`config.mk`:
```
export PLATFORM = sky130hd
export DESIGN_NAME = pulse_distance_ir_frame_decoder_core
export DESIGN_NICKNAME = d
export VERILOG_FILES = /design/src/hdl/pidf_pkg.sv /design/src/hdl/pidf_step.sv /design/src/hdl/pulse_distance_ir_frame_decoder_core.sv
export SDC_FILE = /design/constraint.sdc
export NUM_CORES = 1
export LEC_CHECK = 0
export BUFFER_PORTS_ARGS = -buffer_cell sky130_fd_sc_hd__buf_2
export CORE_ASPECT_RATIO = 0.6
export CORE_MARGIN = 2
export CORE_UTILIZATION = 60
export DETAILED_ROUTE_END_ITERATION = 8
export GPL_TIMING_DRIVEN = 1
export HOLD_SLACK_MARGIN = 0.1
export PLACE_DENSITY = 0.77
export SYNTH_ARGS = -nofsm -noshare
export SYNTH_HDL_FRONTEND = slang
export SYNTH_SLANG_ARGS = --single-unit
```
`constraint.sdc`:
```
create_clock -name clk_i -period 6 [get_ports clk_i]
set_clock_uncertainty 0.15 [all_clocks]
set_input_delay 0.6 -clock clk_i [delete_from_list [all_inputs] [get_ports clk_i]]
set_output_delay 0.6 -clock clk_i [all_outputs]
set_load 0.01 [all_outputs]
```
`src/hdl/pidf_pkg.sv`:
```
package pidf_pkg;

  localparam int unsigned CodeW  = 32;
  localparam int unsigned TickW  = 8;
  localparam int unsigned CountW = 6;
  localparam int unsigned IndexW = 3;

  localparam logic [CountW-1:0] FrameBits = 6'd32;

  localparam logic [TickW-1:0] PreMinRst  = 8'd190;
  localparam logic [TickW-1:0] PreMaxRst  = 8'd232;
  localparam logic [TickW-1:0] ZeroMinRst = 8'd14;
  localparam logic [TickW-1:0] ZeroMaxRst = 8'd20;
  localparam logic [TickW-1:0] OneMinRst  = 8'd30;
  localparam logic [TickW-1:0] OneMaxRst  = 8'd42;

  typedef enum logic [1:0] {
    StIdle = 2'd0,
    StRecv = 2'd1,
    StDone = 2'd2
  } state_e;

  typedef enum logic [2:0] {
    StatIgnored  = 3'd0,
    StatPreamble = 3'd1,
    StatBit      = 3'd2,
    StatValid    = 3'd3,
    StatFailed   = 3'd4,
    StatBad      = 3'd5,
    StatAck      = 3'd6
  } status_e;

  typedef enum logic [IndexW-1:0] {
    RegPreMin  = 3'd0,
    RegPreMax  = 3'd1,
    RegZeroMin = 3'd2,
    RegZeroMax = 3'd3,
    RegOneMin  = 3'd4,
    RegOneMax  = 3'd5
  } reg_idx_e;

  typedef struct packed {
    logic [TickW-1:0] pre_min;
    logic [TickW-1:0] pre_max;
    logic [TickW-1:0] zero_lo;
    logic [TickW-1:0] zero_hi;
    logic [TickW-1:0] one_min;
    logic [TickW-1:0] one_max;
  } windows_t;

  typedef struct packed {
    logic [CodeW-1:0] code;
    logic             frame_ready;
    status_e          status;
    logic [TickW-1:0] prior_low_byte;
  } result_t;

endpackage

```
`src/hdl/pidf_step.sv`:
```
module pidf_step (
  input  pidf_pkg::state_e                state_i,
  input  logic [pidf_pkg::CodeW-1:0]      code_i,
  input  logic [pidf_pkg::CountW-1:0]     count_i,
  input  pidf_pkg::windows_t              win_i,
  input  logic                            command_i,
  input  logic [pidf_pkg::TickW-1:0]      ticks_i,
  output pidf_pkg::state_e                state_o,
  output logic [pidf_pkg::CodeW-1:0]      code_o,
  output logic [pidf_pkg::CountW-1:0]     count_o,
  output pidf_pkg::status_e               status_o
);

  logic                        is_pre;
  logic                        is_one;
  logic                        is_zero;
  logic                        last_bit;
  logic                        bytes_ok;
  logic [pidf_pkg::CodeW-1:0]  shifted;
  logic [pidf_pkg::CountW-1:0] cnt_inc;

  assign is_pre   = (ticks_i >= win_i.pre_min) && (ticks_i <= win_i.pre_max);
  assign is_one   = (ticks_i >= win_i.one_min) && (ticks_i <= win_i.one_max);
  assign is_zero  = (ticks_i >= win_i.zero_lo) && (ticks_i <= win_i.zero_hi);
  assign shifted  = {code_i[pidf_pkg::CodeW-2:0], is_one};
  assign cnt_inc  = count_i + 6'd1;
  assign last_bit = (cnt_inc == pidf_pkg::FrameBits);
  assign bytes_ok = (shifted[31:24] == ~shifted[23:16]) && (shifted[15:8] == ~shifted[7:0]);

  always_comb begin
    state_o = state_i;
    if (command_i) begin
      if (state_i == pidf_pkg::StDone) begin
        state_o = pidf_pkg::StIdle;
      end
    end else begin
      unique case (state_i)
        pidf_pkg::StIdle: begin
          if (is_pre) begin
            state_o = pidf_pkg::StRecv;
          end
        end
        pidf_pkg::StRecv: begin
          if (is_one || is_zero) begin
            if (last_bit) begin
              state_o = bytes_ok ? pidf_pkg::StDone : pidf_pkg::StIdle;
            end
          end else begin
            state_o = pidf_pkg::StIdle;
          end
        end
        pidf_pkg::StDone: state_o = pidf_pkg::StDone;
        default:          state_o = pidf_pkg::StIdle;
      endcase
    end
  end

  always_comb begin
    code_o   = code_i;
    count_o  = count_i;
    status_o = pidf_pkg::StatIgnored;
    if (command_i) begin
      if (state_i == pidf_pkg::StDone) begin
        status_o = pidf_pkg::StatAck;
      end
    end else begin
      unique case (state_i)
        pidf_pkg::StIdle: begin
          if (is_pre) begin
            code_o   = '0;
            count_o  = '0;
            status_o = pidf_pkg::StatPreamble;
          end
        end
        pidf_pkg::StRecv: begin
          code_o = shifted;
          if (is_one || is_zero) begin
            count_o = cnt_inc;
            if (last_bit) begin
              status_o = bytes_ok ? pidf_pkg::StatValid : pidf_pkg::StatFailed;
            end else begin
              status_o = pidf_pkg::StatBit;
            end
          end else begin
            status_o = pidf_pkg::StatBad;
          end
        end
        default: status_o = pidf_pkg::StatIgnored;
      endcase
    end
  end

endmodule

```
`src/hdl/pulse_distance_ir_frame_decoder_core.sv`:
```
// Channel  Handshake                  Payload
// in       in_valid_i / in_ready_o    command_i, interval_ticks_i
// out      out_valid_o / out_ready_i  code_o, frame_ready_o, status_o, prior_low_byte_o
// cfg      cfg_valid_i / cfg_ready_o  cfg_index_i, cfg_data_i
//
// One item per cycle while the buffer has a free entry: the decode step is a single pass from the
// state registers into a two-entry result buffer, and each result is registered into that buffer.
// Input is taken while the buffer has a free entry, so one waiting result does not stall it.
// Reset returns the decoder to idle, empties the buffer and loads the default windows.
// Configuration writes are always taken.
module pulse_distance_ir_frame_decoder_core (
  input  logic                              clk_i,
  input  logic                              rst_ni,
  input  logic                              in_valid_i,
  output logic                              in_ready_o,
  input  logic                              command_i,
  input  logic [pidf_pkg::TickW-1:0]        interval_ticks_i,
  output logic                              out_valid_o,
  input  logic                              out_ready_i,
  output logic [pidf_pkg::CodeW-1:0]        code_o,
  output logic                              frame_ready_o,
  output logic [2:0]                        status_o,
  output logic [pidf_pkg::TickW-1:0]        prior_low_byte_o,
  input  logic                              cfg_valid_i,
  output logic                              cfg_ready_o,
  input  logic [pidf_pkg::IndexW-1:0]       cfg_index_i,
  input  logic [pidf_pkg::TickW-1:0]        cfg_data_i
);

  pidf_pkg::state_e            state_q, state_d;
  logic [pidf_pkg::CodeW-1:0]  code_q, code_d;
  logic [pidf_pkg::CountW-1:0] count_q, count_d;
  pidf_pkg::windows_t          win_q, win_d;
  pidf_pkg::status_e           status_d;
  pidf_pkg::result_t           res_d;
  pidf_pkg::result_t           head_q, head_d;
  pidf_pkg::result_t           skid_q, skid_d;
  logic [1:0]                  fill_q, fill_d;
  logic                        push;
  logic                        pop;

  assign cfg_ready_o = 1'b1;
  assign in_ready_o  = (fill_q != 2'd2);
  assign out_valid_o = (fill_q != 2'd0);
  assign push        = in_valid_i && in_ready_o;
  assign pop         = out_valid_o && out_ready_i;

  pidf_step u_step (
    .state_i   (state_q),
    .code_i    (code_q),
    .count_i   (count_q),
    .win_i     (win_q),
    .command_i (command_i),
    .ticks_i   (interval_ticks_i),
    .state_o   (state_d),
    .code_o    (code_d),
    .count_o   (count_d),
    .status_o  (status_d)
  );

  assign res_d.code           = code_d;
  assign res_d.frame_ready    = (state_d == pidf_pkg::StDone);
  assign res_d.status         = status_d;
  assign res_d.prior_low_byte = code_q[pidf_pkg::TickW-1:0];

  always_comb begin
    win_d = win_q;
    if (cfg_valid_i) begin
      unique case (pidf_pkg::reg_idx_e'(cfg_index_i))
        pidf_pkg::RegPreMin:  win_d.pre_min  = cfg_data_i;
        pidf_pkg::RegPreMax:  win_d.pre_max  = cfg_data_i;
        pidf_pkg::RegZeroMin: win_d.zero_lo  = cfg_data_i;
        pidf_pkg::RegZeroMax: win_d.zero_hi  = cfg_data_i;
        pidf_pkg::RegOneMin:  win_d.one_min  = cfg_data_i;
        pidf_pkg::RegOneMax:  win_d.one_max  = cfg_data_i;
        default:              win_d          = win_q;
      endcase
    end
  end

  always_comb begin
    head_d = head_q;
    skid_d = skid_q;
    fill_d = fill_q;
    if (push && pop) begin
      if (fill_q == 2'd1) begin
        head_d = res_d;
      end else begin
        head_d = skid_q;
        skid_d = res_d;
      end
    end else if (pop) begin
      head_d = skid_q;
      fill_d = fill_q - 2'd1;
    end else if (push) begin
      if (fill_q == 2'd0) begin
        head_d = res_d;
      end else begin
        skid_d = res_d;
      end
      fill_d = fill_q + 2'd1;
    end
  end

  always_ff @(posedge clk_i or negedge rst_ni) begin
    if (!rst_ni) begin
      state_q      <= pidf_pkg::StIdle;
      fill_q       <= 2'd0;
      win_q.pre_min  <= pidf_pkg::PreMinRst;
      win_q.pre_max  <= pidf_pkg::PreMaxRst;
      win_q.zero_lo  <= pidf_pkg::ZeroMinRst;
      win_q.zero_hi  <= pidf_pkg::ZeroMaxRst;
      win_q.one_min  <= pidf_pkg::OneMinRst;
      win_q.one_max  <= pidf_pkg::OneMaxRst;
    end else begin
      fill_q <= fill_d;
      win_q  <= win_d;
      if (push) begin
        state_q <= state_d;
      end
    end
  end

  always_ff @(posedge clk_i) begin
    head_q <= head_d;
    skid_q <= skid_d;
    if (push) begin
      code_q  <= code_d;
      count_q <= count_d;
    end
  end

  assign code_o           = head_q.code;
  assign frame_ready_o    = head_q.frame_ready;
  assign status_o         = head_q.status;
  assign prior_low_byte_o = head_q.prior_low_byte;

  a_push_shows: assert property (@(posedge clk_i) disable iff (!rst_ni)
    (in_valid_i && in_ready_o) |=> out_valid_o)
    else $error("accepted item left no result");

  a_stall_full: assert property (@(posedge clk_i) disable iff (!rst_ni)
    !in_ready_o |-> (out_valid_o && (fill_q == 2'd2)))
    else $error("input stalled without a full buffer");

  a_valid_holds: assert property (@(posedge clk_i) disable iff (!rst_ni)
    (out_valid_o && (status_o == pidf_pkg::StatValid)) |-> frame_ready_o)
    else $error("valid frame not held");

  a_ack_clears: assert property (@(posedge clk_i) disable iff (!rst_ni)
    (out_valid_o && (status_o == pidf_pkg::StatAck)) |-> !frame_ready_o)
    else $error("acknowledge left frame held");

endmodule

```
==> metrics.md, run 1 <==
| Metric | Value |
|---|---|
| Setup tns final | `0 ns` |
| Peak VDD IR | `around 0.44 mV` |
| Status | `finished clean` |
| Core ar. | `0.0136 mm²` |
| Die Ht | `95.2 µm` |
| CTS tree | `built` |
| Chip width | `156 µm` |
| HPWL Detailed | `between 10 and 15 mm` |
| Routed len/inst | `19.4 µm` |
| Rel. slew slack | `31.9%` |
| Final worst slack | `approximately 2.4 ns` |
| Setup Viol. Count Final | `0` |
| Placer Congestion | `0.869` |
| Most common cell in the netlist | `edfxtp_1` |
| Fillers | `951` |
| Starting Density | `between 60% and 70%` |
| Ys async rst share | `29.2%` |
| Max_cap viols | `0` |
| Clock sinks | `178` |
| Post-CTS Setup Bufs | `0` |
| Largest cells by area after synthesis | `edfxtp_1 45%, dfrtp_1 9.0%, ha_1 8.1%` |
| Vias in the first global route | `roughly 5,100` |
| Post-Syn Area | `0.00832 mm²` |
| Vias/cell | `5.90` |
| Port Buf Inserts | `70` |
| FF-to-FF path depth | `9` |
| H-Tree Depth | `4` |
| Worst-skew pair later-pin latency | `0.43 ns` |
| Total nets after synthesis | `697` |
| Max Freq | `between 200 and 300 MHz` |
| Leak | `3.90 nW` |
| Cell row count | `33` |
| Mean post-synth cell area | `13.5 µm²` |
| Reg2reg start | `win_q[38]` |
| Multi-input gate area in the final layout | `0.00297 mm²` |
| Total number of vias | `between 5,000 and 6,000` |
| Total congestion overflow | `0` |
| Worst EP arrival | `3.55 ns` |
| Critical path launch point | `win_q[38]` |
| Worst reg2reg path endpoint | `count_q[4]` |
| Post-synthesis register bit count | `178` |
| WP data required | `5.90 ns` |
| Share of layout cells above drive strength 1 | `28.8%` |
| Crit. End Element | `flop` |
| Drt first pass iters | `5` |
| EDFF count, synth | `126` |
| Slew Limit Fails | `0` |
| Antenna viol nets, final | `0` |
| Total count of hold-check failures in the final report | `0` |
| Area grow syn2layout | `14.3%` |
| CTS max path bufs | `2` |
| Final period util | `60.8%` |
| Most frequent cells after synthesis | `126 x edfxtp_1, 60 x mux2_2, 54 x ha_1` |
| Boundary pin count | `72` |
| Area leader, netlist | `edfxtp_1` |
| NumNets Final | `779` |
| Worst Hold Class | `primary input to asynchronous set/reset pin` |
| FF-to-FF setup slack | `2.35 ns` |
| Yosys warns | `0` |
| Tmin final | `3.65 ns` |
| Drt total wl | `17.2 mm` |
| # hold bufs at CTS | `0` |
| Count of different cell masters after synthesis | `50` |
| Full die area | `0.0149 mm²` |
| Sequential-to-total area share from yosys stat | `61.5%` |
| Worst slew pin tran | `1.01 ns` |
| Synth Flop Type | `edfxtp_1` |
| Post-cts sizing count | `0` |
| Type of the worst setup path | `flop to flop` |
| Post-place setup slack | `about 2.2 ns` |
| Synthesized instance count | `618` |
| Synth top area share | `45.5%` |
| Register area | `0.00511 mm²` |
| DRC errors left | `0` |
| Cell Pwr Density | `between 500 and 600 mW/mm²` |
| RSZ-0062 raised after global routing | `false` |
| Largest net degree at the start of global routing | `53` |
| Root Driver | `clkbuf_16` |
| Antenna cells | `0` |
| Initial antenna violation count | `0` |
| Global-route wire length before repair | `between 20 and 30 mm` |
| Clock Pin Slew Worst Setup and Hold Paths | `0.07 ns` |
| TritonCTS buffer count | `17` |
| Max FO, Critical Path | `18` |
| Initial detailed-routing violation count | `358` |
| Crit start category | `flop` |
| Global router's overall resource usage | `24.6%` |
[cell type report]
class                   count  area share, %
inverters                  53           2.09
flip-flops and latches    178           53.8
clock inverters            15           1.71
repair buffers             80           4.47
well taps                 175           2.30
multi-input cells         370           31.2
clock buffers              17           4.47
[flip-flops by register name (all words and copies together), names as in the netlist]
register          cells
win_q                48
skid_q               44
code_o               32
code_q               32
prior_low_byte_o      8
count_q               6
status_o              3
fill_q                2
state_q               2
frame_ready_o         1
[per-stage QoR]
step	cells	instance area, µm²	utilization, %	hold WS, ns	total power, W
2_1_floorplan	618	8320	-	0.154	0.00321
3_3_place_gp	856	8920	65.7	0.340	0.00364
3_5_place_dp	856	8920	65.7	0.347	0.00371
4_1_cts	888	9510	70.0	0.147	0.00481
5_1_grt	888	9510	70.0	0.188	0.00506
6_report	888	9510	70.0	0.126	0.00479
[per-layer routing]
metal | GRT usage (%) | wire [µm] | vias up
met3 | 4.55 | 1150 | 19
met4 | 7.65 | 199 | 0
li1 | - | - | 2453
met2 | 34.9 | 7120 | 181
met1 | 38.7 | 8740 | 2589
met5 | 0 | 0 | -
[worst max-delay path, cell delays in order (launching register included)]
cell,delay (ns)
dfstp_2,0.52
inv_1,0.05
ha_1,0.30
a21o_1,0.18
a21oi_2,0.17
nand4b_1,0.16
a2111oi_4,0.42
a21oi_2,0.28
buf_4,0.29
a211oi_1,0.76
[kinds of logic after synthesis]
kind of cell             count (synthesis)  synth area share, %
flip-flops                             178                 61.5
AO/OA/AOI/OAI                          126                 10.3
AND/OR/NAND/NOR                        107                 6.14
buffers and inverters                   70                 3.47
multiplexers                            61                 8.24
adder cells (fa/ha/maj)                 54                 8.12
XOR/XNOR                                21                 2.21
other                                    1               0.0451
[worst max path at each step]
stage	slack (ns)	depth (start not counted)	to
after floorplan	1.20	8	skid_q[0]
after global placement	2.32	9	count_q[3]
after detailed placement	2.15	9	count_q[5]
after CTS	2.35	9	count_q[4]
after global routing	2.14	9	count_q[4]
final	2.35	9	count_q[4]
[placed cells by master, fill, tap and decap left out, types with 5 or more instances in the layout]
| master | instances |
|---|---|
| clkbuf_16 | 17 |
| nand2_1 | 49 |
| dfrtp_1 | 30 |
| a22o_1 | 32 |
| nor2_1 | 16 |
| inv_1 | 53 |
| nor2b_1 | 6 |
| a21oi_1 | 23 |
| buf_4 | 10 |
| dfstp_2 | 22 |
| nand4_1 | 6 |
| buf_2 | 70 |
| mux2_2 | 60 |
| nand3_1 | 8 |
| ha_1 | 54 |
| o21ai_0 | 39 |
| a21o_1 | 5 |
| edfxtp_1 | 126 |
| xor2_1 | 17 |
[power breakdown]
group | internal, W | switching (W)
clock network | 0.000556 | 0.000521
registers | 0.00201 | 0.000204
logic | 0.000618 | 0.000881
total | 0.00318 | 0.00161
Note: power is estimated with default switching activity, not from simulation.
==> run 2: changes to the inputs <==
- CORE_UTILIZATION: 60 -> 54
- PLACE_DENSITY: 0.77 -> 0.73
- clock period: 6 -> 3 ns (I/O delays scaled with it)
==> run 2 against run 1 <==
The flow now finishes with violations (negative setup slack). Critical path depth increased by 1. Setup slack got worse by 2.5 ns. Global-route usage decreased by 0.45 points. Clock-buffer cell count unchanged. First-iteration DRC count increased by 48%.
==> metrics.md, run 2 (synthesized netlist as in run 1, its figures left out) <==
| Metric | Value |
|---|---|
| Port Buf Inserts | `70 (unchanged)` |
| Commonest non-fill, non-tap cell in the layout | `edfxtp_1` |
| Final period util | `104% (+44 points)` |
| Final worst slack | `-0.133 ns (-2.48 ns)` |
| Die Ht | `100 µm (+5.2%)` |
| Hold_sp | `cfg_index_i[1]` |
| CP Buf/Inv Count | `2 (unchanged)` |
| Cell Pwr Density | `1010 mW/mm² (+100%)` |
| Reg with most FFs | `win_q` |
| Worst slew pin tran | `0.679 ns (-0.328 ns)` |
| Violated checks | `negative setup slack` |
| Setup Viol. Count Final | `38 (+38)` |
| WP data required | `3.03 ns (-2.87 ns)` |
| Slowest stage cell, crit path | `dfstp_2` |
| Total congestion overflow | `0 (unchanged)` |
| Area grow syn2layout | `23.0%` |
| H-Tree Depth | `4 (unchanged)` |
| Global router's overall resource usage | `24.2% (-0.45 points)` |
| Slowest Stage Delay on Critical Path | `0.53 ns (-0.23 ns)` |
| Leak | `4.22 nW (+8.3%)` |
| Multi-input gate area in the final layout | `0.00316 mm² (+6.5%)` |
| Tmin final | `3.13 ns (-0.517 ns)` |
| Crit start category | `flop` |
| Post-place setup slack | `-0.130 ns (-2.28 ns)` |
| Total count of hold-check failures in the final report | `0 (unchanged)` |
| NumNets Final | `826 (+6.0%)` |
| Slew Limit Fails | `0 (unchanged)` |
| Routed len/inst | `20.3 µm (+4.8%)` |
| Status | `finished, violations left` |
| Global-route wire length before repair | `29.8 mm (+8.7%)` |
| Reg2reg start | `win_q[38]` |
| Crit. End Element | `flop` |
| Top flop regs | `win_q (48), skid_q (44)` |
| DRC errors left | `0 (unchanged)` |
| Hold endpoint | `win_q[32]` |
| RSZ-0062 raised after global routing | `true` |
| Chip width | `164 µm (+5.3%)` |
| Initial antenna violation count | `0 (unchanged)` |
| Type of the worst setup path | `flop to flop` |
| Critical path's top delay family | `compound AO/OA/AOI/OAI gates` |
| Drt first pass iters | `5 (unchanged)` |
| Cell row count | `35 (+6.1%)` |
| Register area | `0.00511 mm² (unchanged)` |
| Initial detailed-routing violation count | `530 (+48%)` |
| Full die area | `0.0164 mm² (+11%)` |
| CP cell instances | `inv_2 -> ha_4 -> a21o_1 -> a21oi_2 -> nand4b_1 -> a2111oi_4 -> a21oi_4 -> clkbuf_16 -> a22o_1 -> mux2_4` |
| Setup tns final | `-2.91 ns (-2.91 ns)` |
| Worst EP arrival | `3.16 ns (-0.39 ns)` |
| HPWL Detailed | `12.5 mm (+5.4%)` |
| Core ar. | `0.0152 mm² (+12%)` |
| Max FO, Critical Path | `9 (-9)` |
| Max_cap viols | `0 (unchanged)` |
| FF-to-FF path depth | `10 (+1)` |
| Fin util | `67.4% (-2.6 points)` |
| Max Freq | `319 MHz (+16%)` |
| Root Driver | `clkbuf_16` |
| Worst reg2reg path endpoint | `code_o[30]` |
| Most frequent cells in the layout | `126 x edfxtp_1, 70 x buf_2, 54 x mux2_2` |
| Antenna cells | `0 (unchanged)` |
| Worst Hold Class | `primary input to flop` |
| Fillers | `1,024 (+7.7%)` |
| Total number of vias | `5,585 (+6.5%)` |
| Antenna viol nets, final | `0 (unchanged)` |
| Vias in the first global route | `5,455 (+6.7%)` |
| Starting Density | `54.7% (-6.5 points)` |
| Clock sinks | `178 (unchanged)` |
| TritonCTS buffer count | `17 (unchanged)` |
| Peak VDD IR | `0.614 mV (+40%)` |
| CTS tree | `built` |
| CTS max path bufs | `2 (unchanged)` |
| Clock Pin Slew Worst Setup and Hold Paths | `0.08 ns (about the same)` |
| Largest register FFs | `48 (unchanged)` |
| Drt total wl | `19.6 mm (+14%)` |
| Share of layout cells above drive strength 1 | `34.7% (+6.0 points)` |
| Hold depth | `3` |
| Vias/cell | `5.80 (-1.8%)` |
| Worst-skew pair later-pin latency | `0.43 ns (about the same)` |
| FF-to-FF setup slack | `-0.13 ns (-2.48 ns)` |
| Largest net degree at the start of global routing | `45 (-15%)` |
| Boundary pin count | `72 (unchanged)` |
| Rel. slew slack | `54.7% (+23 points)` |
| Placer Congestion | `0.929 (+6.9%)` |
==> run 2: cell types whose count changed in the layout (fill, tap and decap cells not counted), sizes merged <==
cell / change
inv: +2
clkbuf: +4
clkinv: -3
dlygate4sd3: +10
clkinvlp: +1
buf: +33
==> run 2: how the worst max path moves through the flow <==
stage          slack [ns]  startpoint  depth (start not counted)          to
2_1_floorplan       -0.30   fill_q[0]                          8   skid_q[0]
3_3_place_gp        -0.05   win_q[38]                         10   code_o[9]
3_5_place_dp        -0.13   win_q[38]                         10  count_q[3]
4_1_cts             -0.06   win_q[38]                         10   code_o[3]
5_1_grt             -0.21   win_q[35]                         10  code_o[30]
6_report            -0.13   win_q[38]                         10  code_o[30]
==> run 2: area by class of cell <==
cell class                      count  area share (%)
Tap cell                          203            2.48
Clock inverter                     15            1.55
Inverter                           53            1.98
Timing Repair Buffer              127            9.01
Multi-Input combinational cell    370            30.9
Sequential cell                   178            50.0
Clock buffer                       17            4.16
==> run 2: power by group <==
group          internal, W  switching, W  total (W)  leakage (nW)
Combinational      0.00170       0.00198    0.00369          2.12
Clock              0.00112       0.00106    0.00217         0.285
Sequential         0.00402      0.000467    0.00449          1.81
==> run 2: worst register-to-register path, stage by stage (launching register included) <==
cell and delay [ns]:
dfstp_2 0.53, inv_2 0.05, ha_4 0.21, a21o_1 0.17, a21oi_2 0.21, nand4b_1 0.24
a2111oi_4 0.44, a21oi_4 0.18, clkbuf_16 0.21, a22o_1 0.23, mux2_4 0.29
==> run 2: timing repair <==
item / CTS / global route
pin swaps: 4 / 6
endpoints found under the hold margin: 57 / 0
hold buffers: 10 / 0
cloned: 2 / 2
gates resized for setup: 9 / 28
setup buffers: 1 / 3
setup endpoints to repair: 38 / 63
==> run 2: metal layers <==
layer / GRT usage [%] / share of wire, % / up-vias
li1: - / - / 2546
met1: 37.3 / 48 / 2789
met2: 34.3 / 44 / 232
met3: 6.20 / 7.0 / 18
met4: 5.80 / 0.88 / 0
met5: 0 / 0 / -
==> run 2: per-stage QoR <==
stage               hold WS, ns  power [W]  area, µm²  instances
floorplan                -0.146    0.00642       8360        618
global placement          0.203    0.00760       9240        913
detailed placement        0.222    0.00775       9240        913
CTS                       0.171     0.0101      10000        958
global route              0.189     0.0109      10200        963
finish                    0.187     0.0104      10200        963
